### src/rtl/gpcf_pkg.sv
// shared constants, register codes and types of the peak clip filter
`default_nettype none

package gpcf_pkg;

	// design defaults
	localparam int unsigned MAX_WIDTH_DEF  = 1024;
	localparam int unsigned PIXEL_BITS_DEF = 16;

	// configuration register layout
	localparam int unsigned CFG_WIDTH_BITS  = 11;
	localparam int unsigned CFG_HEIGHT_BITS = 16;
	localparam int unsigned ROW_BITS        = 16;
	localparam int unsigned APB_ADDR_BITS   = 3;
	localparam int unsigned APB_DATA_BITS   = 32;

	localparam logic [CFG_WIDTH_BITS-1:0]  WIDTH_RESET  = 11'd1024;
	localparam logic [CFG_HEIGHT_BITS-1:0] HEIGHT_RESET = 16'd1024;

	// register index codes (byte address / 4)
	localparam logic [0:0] REG_FRAME_WIDTH  = 1'b0;
	localparam logic [0:0] REG_FRAME_HEIGHT = 1'b1;

	// item kinds
	localparam logic REQ_PIXEL = 1'b0;
	localparam logic REQ_FLUSH = 1'b1;

	// which neighbors take part, plus the end-of-frame mark, for one output pixel
	typedef struct packed {
		logic use_up;
		logic use_down;
		logic use_left;
		logic use_right;
		logic frame_end;
	} nbr_sel_t;

endpackage

`default_nettype wire

### src/rtl/gpcf_if.sv
// item channels of the peak clip filter: input request and output pixel
`default_nettype none


interface gpcf_out_if #(
	parameter int unsigned PIXEL_BITS = gpcf_pkg::PIXEL_BITS_DEF
);
	logic                  valid;
	logic                  ready;
	logic [PIXEL_BITS-1:0] pixel_out;
	logic                  frame_end;

	modport source (output valid, output pixel_out, output frame_end, input ready);
	modport sink (input valid, input pixel_out, input frame_end, output ready);
endinterface

`default_nettype wire

### src/rtl/gpcf_clip.sv
// clip stage: compare center with its neighbors, output register with handshake
`default_nettype none

module gpcf_clip #(
	parameter int unsigned PIXEL_BITS = gpcf_pkg::PIXEL_BITS_DEF
) (
	input  wire                      clk,
	input  wire                      arst_n,
	input  wire                      issue,
	input  wire gpcf_pkg::nbr_sel_t  sel,
	input  wire  [PIXEL_BITS-1:0]    rd_center,
	input  wire  [PIXEL_BITS-1:0]    rd_right,
	input  wire  [PIXEL_BITS-1:0]    rd_up,
	input  wire  [PIXEL_BITS-1:0]    rd_down,
	output logic                     take,
	gpcf_out_if.source               pix_out
);

	logic                  valid_s1;
	gpcf_pkg::nbr_sel_t    sel_s1;
	logic [PIXEL_BITS-1:0] left_q;
	logic                  out_valid_q;
	logic [PIXEL_BITS-1:0] pixel_q;
	logic                  frame_end_q;
	logic                  out_free;
	logic                  adv;
	logic                  peak;
	logic                  any_nbr;
	logic [PIXEL_BITS-1:0] best;
	logic [PIXEL_BITS-1:0] result;

	// handshake: stage 1 moves on when the output register is free
	assign out_free = !out_valid_q || pix_out.ready;
	assign adv      = valid_s1 && out_free;
	assign take     = !valid_s1 || out_free;

	// strict peak test and largest neighbor; left is the previous center
	always_comb begin
		peak    = 1'b1;
		best    = '0;
		any_nbr = sel_s1.use_up | sel_s1.use_down | sel_s1.use_left | sel_s1.use_right;
		if (sel_s1.use_up) begin
			if (rd_center <= rd_up) peak = 1'b0;
			if (rd_up > best) best = rd_up;
		end
		if (sel_s1.use_down) begin
			if (rd_center <= rd_down) peak = 1'b0;
			if (rd_down > best) best = rd_down;
		end
		if (sel_s1.use_left) begin
			if (rd_center <= left_q) peak = 1'b0;
			if (left_q > best) best = left_q;
		end
		if (sel_s1.use_right) begin
			if (rd_center <= rd_right) peak = 1'b0;
			if (rd_right > best) best = rd_right;
		end
		result = (any_nbr && peak) ? best : rd_center;
	end

	// stage 1 and output valid
	always_ff @(posedge clk or negedge arst_n) begin
		if (!arst_n) begin
			valid_s1    <= 1'b0;
			out_valid_q <= 1'b0;
		end else begin
			if (issue) begin
				valid_s1 <= 1'b1;
			end else if (adv) begin
				valid_s1 <= 1'b0;
			end
			if (adv) begin
				out_valid_q <= 1'b1;
			end else if (pix_out.ready) begin
				out_valid_q <= 1'b0;
			end
		end
	end

	// payload registers
	always_ff @(posedge clk) begin
		if (issue) begin
			sel_s1 <= sel;
		end
		if (adv) begin
			pixel_q     <= result;
			frame_end_q <= sel_s1.frame_end;
			left_q      <= rd_center;
		end
	end

	assign pix_out.valid     = out_valid_q;
	assign pix_out.pixel_out = pixel_q;
	assign pix_out.frame_end = frame_end_q;

endmodule

`default_nettype wire

### src/flat_wrapper.sv
// flat-port wrapper written by rule: the top's interface ports become plain ports
module gpcf_clip_flat 
#(
	parameter int unsigned PIXEL_BITS = gpcf_pkg::PIXEL_BITS_DEF
)
  (clk, arst_n, issue, sel, rd_center, rd_right, rd_up, rd_down, take, pix_out_valid, pix_out_pixel_out, pix_out_frame_end, pix_out_ready);
  gpcf_out_if #(.PIXEL_BITS(PIXEL_BITS)) pix_out_i ();
  input  wire clk;
  input  wire arst_n;
  input  wire issue;
  input  wire gpcf_pkg::nbr_sel_t sel;
  input  wire  [PIXEL_BITS-1:0] rd_center;
  input  wire  [PIXEL_BITS-1:0] rd_right;
  input  wire  [PIXEL_BITS-1:0] rd_up;
  input  wire  [PIXEL_BITS-1:0] rd_down;
  output logic take;
  output wire logic [$bits(pix_out_i.valid)-1:0] pix_out_valid;
  output wire logic [$bits(pix_out_i.pixel_out)-1:0] pix_out_pixel_out;
  output wire logic [$bits(pix_out_i.frame_end)-1:0] pix_out_frame_end;
  input wire logic [$bits(pix_out_i.ready)-1:0] pix_out_ready;
  assign pix_out_valid = pix_out_i.valid;
  assign pix_out_pixel_out = pix_out_i.pixel_out;
  assign pix_out_frame_end = pix_out_i.frame_end;
  assign pix_out_i.ready = pix_out_ready;
  gpcf_clip #(.PIXEL_BITS(PIXEL_BITS)) u_core (.clk(clk), .arst_n(arst_n), .issue(issue), .sel(sel), .rd_center(rd_center), .rd_right(rd_right), .rd_up(rd_up), .rd_down(rd_down), .take(take), .pix_out(pix_out_i));
endmodule
### config.mk
export PLATFORM = sky130hd
export DESIGN_NAME = gpcf_clip_flat
export DESIGN_NICKNAME = d
export VERILOG_FILES = /design/src/rtl/gpcf_pkg.sv /design/src/rtl/gpcf_if.sv /design/src/rtl/gpcf_clip.sv /design/src/flat_wrapper.sv
export SDC_FILE = /design/constraint.sdc
export NUM_CORES = 1
export LEC_CHECK = 0
export ABC_AREA = 1
export BUFFER_PORTS_ARGS = -buffer_cell sky130_fd_sc_hd__buf_2
export CORE_MARGIN = 2
export CORE_UTILIZATION = 58
export DETAILED_ROUTE_END_ITERATION = 8
export GPL_TIMING_DRIVEN = 0
export MAX_ROUTING_LAYER = met4
export PLACE_DENSITY = 0.81
export SYNTH_ARGS = -nofsm -noshare
export SYNTH_HDL_FRONTEND = slang
export SYNTH_SLANG_ARGS = --single-unit
### constraint.sdc
create_clock -name clk -period 7.27 [get_ports clk]
set_input_delay 0.3635 -clock clk [delete_from_list [all_inputs] [get_ports clk]]
set_output_delay 0.3635 -clock clk [all_outputs]
set_load 0.05 [all_outputs]
==> results.cfg, run 1 <==
[clock_tree]
root_buffer = clkbuf_8
htree_levels = 2
cts_sinks = 40
clk_pin_slew_ns = 0.09
cts_max_path_buffers = 2
cts_tree = done
cts_made_buffers = 5
clkLatencyLatePin_ns = 0.30

[critical_path]
arrival_ns = 6.83
worst-setup-path-type = register to register
r2r-start = u_core.sel_s1[4]
crit_path_top_delay_cell = edfxtp_1
startpoint_type = register
crit_path_max_incr_delay_ns = 0.61
crit_top_cell = nand2_1
ff2ff_path_depth = 32
cp-endpoint = u_core.pix_out.pixel_out[4]
r2r_slack_ns = 0.51
worstPathMaxFanout = 10
cp_data_required_time_ns = 7.34
worstSetupStartpoint = u_core.sel_s1[4]
cp-end-kind = register
r2r-end = u_core.pix_out.pixel_out[4]

[synth]
ys_ff_latch = 40
synth_cell_types = 35
yosys.area.top_type_share_pct = 27.83
synth_fp_nets = 859
syn_avg_cell_area_um2 = 7.394
synthCells = 675
synth_top_cell_by_area = ha_1
yosysSeqAreaShare_pct = 23.87
synth_warnings = 0
syn-cell-area_um2 = 4991
synth.area.top_cells = ha_1, edfxtp_1, nand2_1

[global_route]
grt_max_degree = 18
grt_pass1_vias = 4921
grt_use_total_pct = 29.45
grt_overflow_total = 0
grt_pass1_wl_um = 22070
antenna_found_initial = 0

[route]
wl_um = 13110
wl_per_cell_um = 14.89
dr.pass1.iters = 5
drc_errors = 0
final_antenna_net_count = 0
dr_total_vias = 4900
vias_per_cell = 5.568
drt-initial-drc-count = 315

[floorplanning]
die_area_um2 = 9363
chipWidth_um = 96.77
fp.dieH_um = 96.77
initial_utilization_pct = 60.14
fp.coreArea_um2 = 8299
rows = 33
num_io_pins = 92

[timing]
min_period_ns = 6.763
max_slew.worst_pin.slew_ns = 0.6455
finClkSkew_ns = 0.008091
relSlewSlack_pct = 56.87
max_freq_mhz = 147.9
post-route-period-util_pct = 93.03
tns_ns = 0
setup_viol = 0
slew_violations = 0
hold_violations = 0
rsz0062_at_grt = false

[power]
powerDensity_nw_per_um2 = 170.2
p_seq_share_pct = 30.2
p_leak_nw = 3.146
combPwrFrac_pct = 49.3
p_int_mw = 0.5686
vdd_drop_max_mv = 0.08347
p_total_mw = 0.9779
switching_share_pct = 41.85
p_sw_mw = 0.4093
clkPwrFrac_pct = 20.5

[placed_design]
dpl_cell_area_um2 = 5617
numPortBuffers = 91
place_inst = 872
detailed_place_hpwl_um = 11280
gp_congestion = 0.9146

[finish]
syn_to_final_growth_pct = 15.12
finalNetCount = 958
diodes = 0
drive_gt1_share_pct = 16.65
fin_cells = 880
final_area_um2 = 5746

[outcome]
status = complete, no violations

[worst_hold_path]
hold_class = input pin to register

[job]
drv_cap = 0
[stage by stage]
step / utilization [%] / setup slack, ns / hold WS [ns]
after floorplan: - / 1.961 / 0.06791
after global placement: 67.21 / 0.4028 / 0.1475
after detailed placement: 67.68 / 0.3026 / 0.1530
after CTS: 69.26 / 0.2605 / 0.2254
after global routing: 69.23 / 0.003624 / 0.2201
final: 69.23 / 0.5068 / 0.2325
[cell type report]
class	instances	area, um2
inverters	104	390.4
plain buffers	15	73.82
clock inverters	2	38.79
multi-input cells	515	3344
flip-flops and latches	40	1191
repair buffers	93	493.0
fillers	715	2554
well taps	105	131.4
clock buffers	6	82.58
[registers in the layout, summed over array words and instances, names as in the netlist]
signal and flops:
u_core.left_q 16, u_core.pix_out.frame_end 1, u_core.pix_out.pixel_out 16, u_core.pix_out.valid 1, u_core.sel_s1 5, u_core.valid_s1 1
[repair_timing]
item	in CTS	in global routing
hold endpoints to repair	2	0
resized for setup	0	2
setup endpoints to repair	0	16
hold buffers	1	0
buffers inserted	0	0
[cell usage after synthesis]
| library cell | n |
|---|---|
| nand2_1 | 158 |
| ha_1 | 111 |
| inv_1 | 103 |
| nor2_1 | 48 |
| a21oi_1 | 46 |
| edfxtp_1 | 38 |
| nand4_1 | 30 |
| nand3_1 | 28 |
| o21ai_0 | 25 |
| and2_1 | 15 |
| nand2_2 | 12 |
| clkbuf_1 | 10 |
| nor3_1 | 9 |
| a211oi_1 | 4 |
| buf_2 | 4 |
| o21a_1 | 4 |
| o221ai_1 | 4 |
| nor2_2 | 3 |
| o2111ai_1 | 3 |
| a21o_1 | 2 |
| dfrtp_1 | 2 |
| nand2_4 | 2 |
| o21bai_1 | 2 |
| a21boi_0 | 1 |
| a221oi_1 | 1 |
| a31oi_1 | 1 |
| and3_1 | 1 |
| buf_4 | 1 |
| buf_6 | 1 |
| inv_2 | 1 |
| nand3_2 | 1 |
| nand3_4 | 1 |
| nor4_1 | 1 |
| o211ai_1 | 1 |
| o221a_2 | 1 |
[kinds of logic (layout without fill, tap and decap cells)]
family | Yosys count | count (layout) | synth area share, %
buffers and inverters | 120 | 220 | 9.351
and+or+nand+nor | 309 | 309 | 27.98
DFF | 40 | 40 | 23.87
adders and majority gates | 111 | 111 | 27.83
AOI/OAI and AO/OA | 95 | 95 | 10.98
[layout by cell type (no fill, tap or decap), types with 12 or more instances in the layout]
cell / synthesis / layout
ha_1: 111 / 111
nand2_2: 12 / 12
buf_2: 4 / 95
a21oi_1: 46 / 45
edfxtp_1: 38 / 38
nor2_1: 48 / 48
nand4_1: 30 / 30
and2_1: 15 / 15
o21ai_0: 25 / 25
inv_1: 103 / 103
nand3_1: 28 / 28
nand2_1: 158 / 158
[worst min-delay path by stage]
| stage | from | endpoint | slack, ns | cells past startpoint |
|---|---|---|---|---|
| after floorplan | arst_n | u_core.pix_out.valid | 0.07 | 0 |
| after CTS | sel[3] | u_core.sel_s1[3] | 0.23 | 1 |
| final | sel[1] | u_core.sel_s1[1] | 0.23 | 1 |
| after global placement | arst_n | u_core.pix_out.valid | 0.15 | 1 |
| after global routing | sel[3] | u_core.sel_s1[3] | 0.22 | 1 |
| after detailed placement | arst_n | u_core.valid_s1 | 0.15 | 1 |
[power by group through the flow]
stage          Clock, mW  Combinational [mW]  Sequential (mW)
2_1_floorplan          0               0.297            0.342
3_3_place_gp           0               0.451            0.298
3_5_place_dp           0               0.479            0.298
4_1_cts            0.204               0.482            0.293
5_1_grt            0.209               0.548            0.298
6_report           0.200               0.482            0.295
[worst max-delay path: cells and delay by family (launching register included)]
kind	cells	cell delay, ns
DFF	1	0.61
buffers and inverters	5	1.31
adders and majority gates	3	0.94
AOI/OAI and AO/OA	5	1.08
and+or+nand+nor	19	2.59
[layer usage]
metal / part of all wire (%) / up-vias / track usage [%] / wire (um)
li1: - / 2481 / - / -
met1: 44 / 2208 / 35.79 / 5711
met2: 48 / 184 / 51.44 / 6319
met3: 6.1 / 27 / 3.324 / 804
met4: 2.1 / 0 / 8.992 / 272
met5: 0 / - / - / 0
(Power assumes the default switching activity.)
==> inputs of run 2 (changes only) <==
==> constraint.sdc (replaced) <==
create_clock -name clk -period 7.27 [get_ports clk]
set_input_delay 0 -clock clk [delete_from_list [all_inputs] [get_ports clk]]
set_output_delay 0 -clock clk [all_outputs]
set_load 0.05 [all_outputs]
==> run 2 against run 1 <==
Core utilization grew 1.3 points; hold slack worse by 0.22 ns; final area grew 1.9%; critical endpoint unchanged; largest power group unchanged.
==> results.cfg, run 2 (synthesis gave the netlist of run 1 again) <==
[timing]
hold_slack_ns = 0.009718
relSlewSlack_pct = 57.06
hold_violations = 0
tns_ns = 0
slew_violations = 0
finClkSkew_ns = 0.009950
post-route-period-util_pct = 92.96
rsz0062_at_grt = false
max_slew.worst_pin.slew_ns = 0.6427
max_freq_mhz = 148.0
setup_viol = 0
min_period_ns = 6.758

[critical_path]
startpoint_type = register
crit_top_cell = nand2_1
r2r-end = u_core.pix_out.pixel_out[4]
r2r-start = u_core.sel_s1[4]
worst-setup-path-type = register to register
ff2ff_path_depth = 32
worstPathMaxFanout = 10
r2r_slack_ns = 0.51
crit_path_max_incr_delay_ns = 0.61
worstSetupStartpoint = u_core.sel_s1[4]
cp-end-kind = register
crit_path_top_delay_cell = edfxtp_1
arrival_ns = 6.83
cp_data_required_time_ns = 7.34

[finish]
fillCellCount = 692
diodes = 0
syn_to_final_growth_pct = 17.32
finalNetCount = 969
final_common_cell = nand2_1
drive_gt1_share_pct = 16.41
most-common-layout-cells = nand2_1, ha_1, inv_1
utilization_pct = 70.56

[clock_tree]
clkLatencyLatePin_ns = 0.30
cts_max_path_buffers = 2
cts_tree = done
root_buffer = clkbuf_8
cts_sinks = 40
htree_levels = 2
clk_pin_slew_ns = 0.09
cts_made_buffers = 5
post_cts_buffers = 0

[global_route]
grt_pass1_vias = 4972
grt_pass1_wl_um = 22490
grt_max_degree = 18
grt_use_total_pct = 30.04
grt_overflow_total = 0
antenna_found_initial = 0

[route]
wl_um = 13480
drt-initial-drc-count = 341
final_antenna_net_count = 0
dr.pass1.iters = 5
drc_errors = 0
wl_per_cell_um = 15.13
vias_per_cell = 5.599
dr_total_vias = 4989

[power]
p_total_mw = 0.9845
combPwrFrac_pct = 49.6
p_leak_nw = 3.192
vdd_drop_max_mv = 0.08340
clkPwrFrac_pct = 20.3
p_int_mw = 0.5727
p_seq_share_pct = 30.0
powerDensity_nw_per_um2 = 168.1
switching_share_pct = 41.84
p_sw_mw = 0.4119

[floorplanning]
num_io_pins = 92
fp.coreArea_um2 = 8299
die_area_um2 = 9363
rows = 33
fp.dieH_um = 96.77
initial_utilization_pct = 60.14
chipWidth_um = 96.77

[worst_hold_path]
hold_start = rd_center[8]
holdPathStages = 1
hold_path_end = u_core.left_q[8]
hold_class = input pin to register

[placed_design]
gp_congestion = 0.9146
detailed_place_hpwl_um = 11280
numPortBuffers = 91

[job]
drv_cap = 0

[outcome]
status = complete, no violations
==> run 2: cell types whose count changed in the layout (fill, tap and decap cells not counted) <==
cell	delta
dlygate4sd3_1	+11
==> run 2: layout make-up <==
| class | instances | area (um2) | area share [%] |
|---|---|---|---|
| plain buffers | 15 | 73.82 | 1.261 |
| clock buffers | 6 | 82.58 | 1.410 |
| clock inverters | 2 | 38.79 | 0.6624 |
| inverters | 104 | 390.4 | 6.667 |
| multi-input cells | 515 | 3344 | 57.12 |
| flip-flops and latches | 40 | 1191 | 20.34 |
| well taps | 105 | 131.4 | 2.244 |
| repair buffers | 104 | 603.1 | 10.30 |
==> run 2: critical path: cells and delay by family, from the launching register on <==
| kind | cells | cell delay, ns |
|---|---|---|
| and+or+nand+nor | 19 | 2.57 |
| buffers and inverters | 5 | 1.28 |
| AOI/OAI and AO/OA | 5 | 1.08 |
| adders and majority gates | 3 | 0.94 |
| DFF | 1 | 0.61 |
==> run 2: how the worst max path moves through the flow <==
stage	depth (start not counted)	slack, ns	end
floorplan	33	1.96	u_core.pix_out.pixel_out[1]
global placement	33	0.40	u_core.pix_out.pixel_out[10]
detailed placement	34	0.30	u_core.pix_out.pixel_out[1]
CTS	34	0.26	u_core.pix_out.pixel_out[1]
global route	31	0.003	u_core.pix_out.pixel_out[4]
finish	32	0.51	u_core.pix_out.pixel_out[4]
==> run 2: repair_timing <==
item                                    CTS  global route
gates resized for setup                   0             2
hold buffers                             12             0
hold endpoints to repair                 19             0
endpoints found under the setup margin    0            16
==> run 2: through the flow <==
stage | setup WS [ns] | area, um2 | cells
final | 0.5120 | 5856 | 891
after global routing | 0.002743 | 5856 | 891
after CTS | 0.2605 | 5858 | 892
after detailed placement | 0.3026 | 5617 | 872
after global placement | 0.4028 | 5578 | 871
after floorplan | 1.961 | 4991 | 675
==> run 2: per-layer routing <==
metal / GRT usage [%] / vias up / share of wire, %
met5: - / - / 0
met4: 8.992 / 0 / 2.1
met3: 3.324 / 27 / 6.9
met2: 52.83 / 229 / 48
met1: 36.30 / 2231 / 43
li1: - / 2502 / -
==> run 2: power groups by stage <==
| stage | logic, mW | clock network (mW) | registers (mW) |
|---|---|---|---|
| after global routing | 0.554 | 0.210 | 0.298 |
| after floorplan | 0.297 | 0 | 0.342 |
| after detailed placement | 0.479 | 0 | 0.298 |
| after global placement | 0.451 | 0 | 0.298 |
| after CTS | 0.487 | 0.204 | 0.293 |
| final | 0.489 | 0.200 | 0.295 |
==> inputs of run 3 (changes only) <==
--- a/config.mk
+++ b/config.mk
@@ -8,11 +8,11 @@
 export ABC_AREA = 1
 export BUFFER_PORTS_ARGS = -buffer_cell sky130_fd_sc_hd__buf_2
 export CORE_MARGIN = 2
-export CORE_UTILIZATION = 58
+export CORE_UTILIZATION = 43
 export DETAILED_ROUTE_END_ITERATION = 8
 export GPL_TIMING_DRIVEN = 0
 export MAX_ROUTING_LAYER = met4
-export PLACE_DENSITY = 0.81
+export PLACE_DENSITY = 0.62
 export SYNTH_ARGS = -nofsm -noshare
 export SYNTH_HDL_FRONTEND = slang
 export SYNTH_SLANG_ARGS = --single-unit
==> run 3 against run 2 <==
Largest power group unchanged; global-route usage down 7.0 points; core utilization decreased by 18 points; non-clock buffer count is 3 lower; the flow now finishes with violations (negative hold slack); critical path type unchanged; largest cell class unchanged.
==> results.cfg, run 3 (synthesis gave the netlist of run 1 again) <==
[outcome]
status = finished with violations
violations = negative hold slack

[critical_path]
crit_path_max_incr_delay_ns = 0.63
cp-end-kind = register
worst-setup-path-type = register to register
crit_path_top_delay_cell = edfxtp_1
arrival_ns = 6.71
worstPathMaxFanout = 10
cp_data_required_time_ns = 7.32
r2r-end = u_core.pix_out.pixel_out[4]
ff2ff_path_depth = 32
r2r_slack_ns = 0.60
worstSetupStartpoint = u_core.sel_s1[4]
cp-endpoint = u_core.pix_out.pixel_out[4]
startpoint_type = register
r2r-start = u_core.sel_s1[4]
crit_top_cell = nand2_1

[power]
p_sw_mw = 0.4199
clkPwrFrac_pct = 25.3
p_total_mw = 1.042
vdd_drop_max_mv = 0.1015
powerDensity_nw_per_um2 = 175.9
p_int_mw = 0.6220
switching_share_pct = 40.30
p_seq_share_pct = 28.3
p_leak_nw = 3.201
combPwrFrac_pct = 46.4

[finish]
drive_gt1_share_pct = 16.60
syn_to_final_growth_pct = 18.70
most-common-layout-cells = nand2_1, ha_1, inv_1
diodes = 0
final_area_um2 = 5924
fillCellCount = 1149
regArea_um2 = 1191
final_common_cell = nand2_1
finalNetCount = 966
multi_input_area_um2 = 3344

[timing]
max_slew.worst_pin.slew_ns = 0.6326
tns_ns = 0
slew_violations = 0
setup_viol = 0
hold_violations = 1
post-route-period-util_pct = 91.69
rsz0062_at_grt = false
finClkSkew_ns = 0.009137
min_period_ns = 6.666
max_freq_mhz = 150.0
relSlewSlack_pct = 57.73
hold_slack_ns = -0.001874

[clock_tree]
root_buffer = clkbuf_16
clk_pin_slew_ns = 0.07
cts_sinks = 40
cts_tree = done
cts_max_path_buffers = 2
post_cts_buffers = 0
cts_made_buffers = 5
clkLatencyLatePin_ns = 0.30
htree_levels = 2

[floorplanning]
rows = 39
fp.dieH_um = 111.7
fp.coreArea_um2 = 11370
die_area_um2 = 12480
num_io_pins = 92
initial_utilization_pct = 43.90
chipWidth_um = 111.7

[placed_design]
gp_congestion = 0.9440
dpl_cell_area_um2 = 5664
detailed_place_hpwl_um = 11810
numPortBuffers = 91

[route]
drc_errors = 0
dr_total_vias = 4817
vias_per_cell = 5.202
final_antenna_net_count = 0
wl_per_cell_um = 14.67
dr.pass1.iters = 4
wl_um = 13590
drt-initial-drc-count = 241

[global_route]
grt_overflow_total = 0
grt_use_total_pct = 23.01
antenna_found_initial = 0
grt_max_degree = 19
grt_pass1_vias = 4839
grt_pass1_wl_um = 22510

[worst_hold_path]
hold_class = input pin to register

[job]
drv_cap = 0
==> run 3: worst min path at each step <==
stage | from | end | slack, ns | depth (start not counted)
after floorplan | arst_n | u_core.pix_out.valid | -0.30 | 0
after global placement | arst_n | u_core.pix_out.valid | -0.22 | 1
after detailed placement | arst_n | u_core.valid_s1 | -0.21 | 1
after CTS | rd_center[11] | u_core.left_q[11] | 0.003 | 1
after global routing | arst_n | u_core.valid_s1 | 0.02 | 2
final | rd_center[1] | u_core.left_q[1] | -0.002 | 1
==> run 3: stage by stage <==
stage          hold slack [ns]  setup slack [ns]  cells  utilization [%]
6_report             -0.001874            0.6044    926            52.11
5_1_grt                0.02211            0.1073    926            52.11
4_1_cts               0.003317            0.1341    927            52.12
3_5_place_dp           -0.2141            0.1798    910            49.82
3_3_place_gp           -0.2162            0.1574    909            49.48
2_1_floorplan          -0.2956             1.961    675                -
==> run 3: layout make-up <==
| class | instances | share of cell area (%) |
|---|---|---|
| multi-input cells | 515 | 56.45 |
| flip-flops and latches | 40 | 20.11 |
| repair buffers | 101 | 9.673 |
| inverters | 104 | 6.589 |
| well taps | 143 | 3.020 |
| clock buffers | 5 | 2.112 |
| plain buffers | 15 | 1.267 |
| clock inverters | 3 | 0.7814 |
==> run 3: what timing repair did <==
item	CTS	global route
hold buffers	9	0
endpoints found under the setup margin	0	16
hold endpoints to repair	15	0
gates resized for setup	0	4
==> run 3: power by group through the flow <==
stage          logic (mW)  clock network (mW)  registers, mW
3_3_place_gp        0.460                   0          0.299
3_5_place_dp        0.480                   0          0.299
5_1_grt             0.550               0.278          0.298
4_1_cts             0.486               0.270          0.294
6_report            0.483               0.263          0.295
2_1_floorplan       0.297                   0          0.342
==> run 3: critical path, delay by kind of cell, from the launching register on <==
family          cells  cell delay, ns
fa+ha+maj           3            0.93
flops               1            0.63
buf+inv             5            1.21
simple gates       19            2.56
compound gates      5            1.05
==> run 3: per-layer routing <==
metal | vias to the layer above | global-route usage, % | part of all wire [%]
li1 | 2505 | - | -
met1 | 2175 | 28.72 | 46
met2 | 116 | 38.91 | 47
met3 | 21 | 2.395 | 4.0
met4 | 0 | 7.901 | 2.5
met5 | - | - | 0
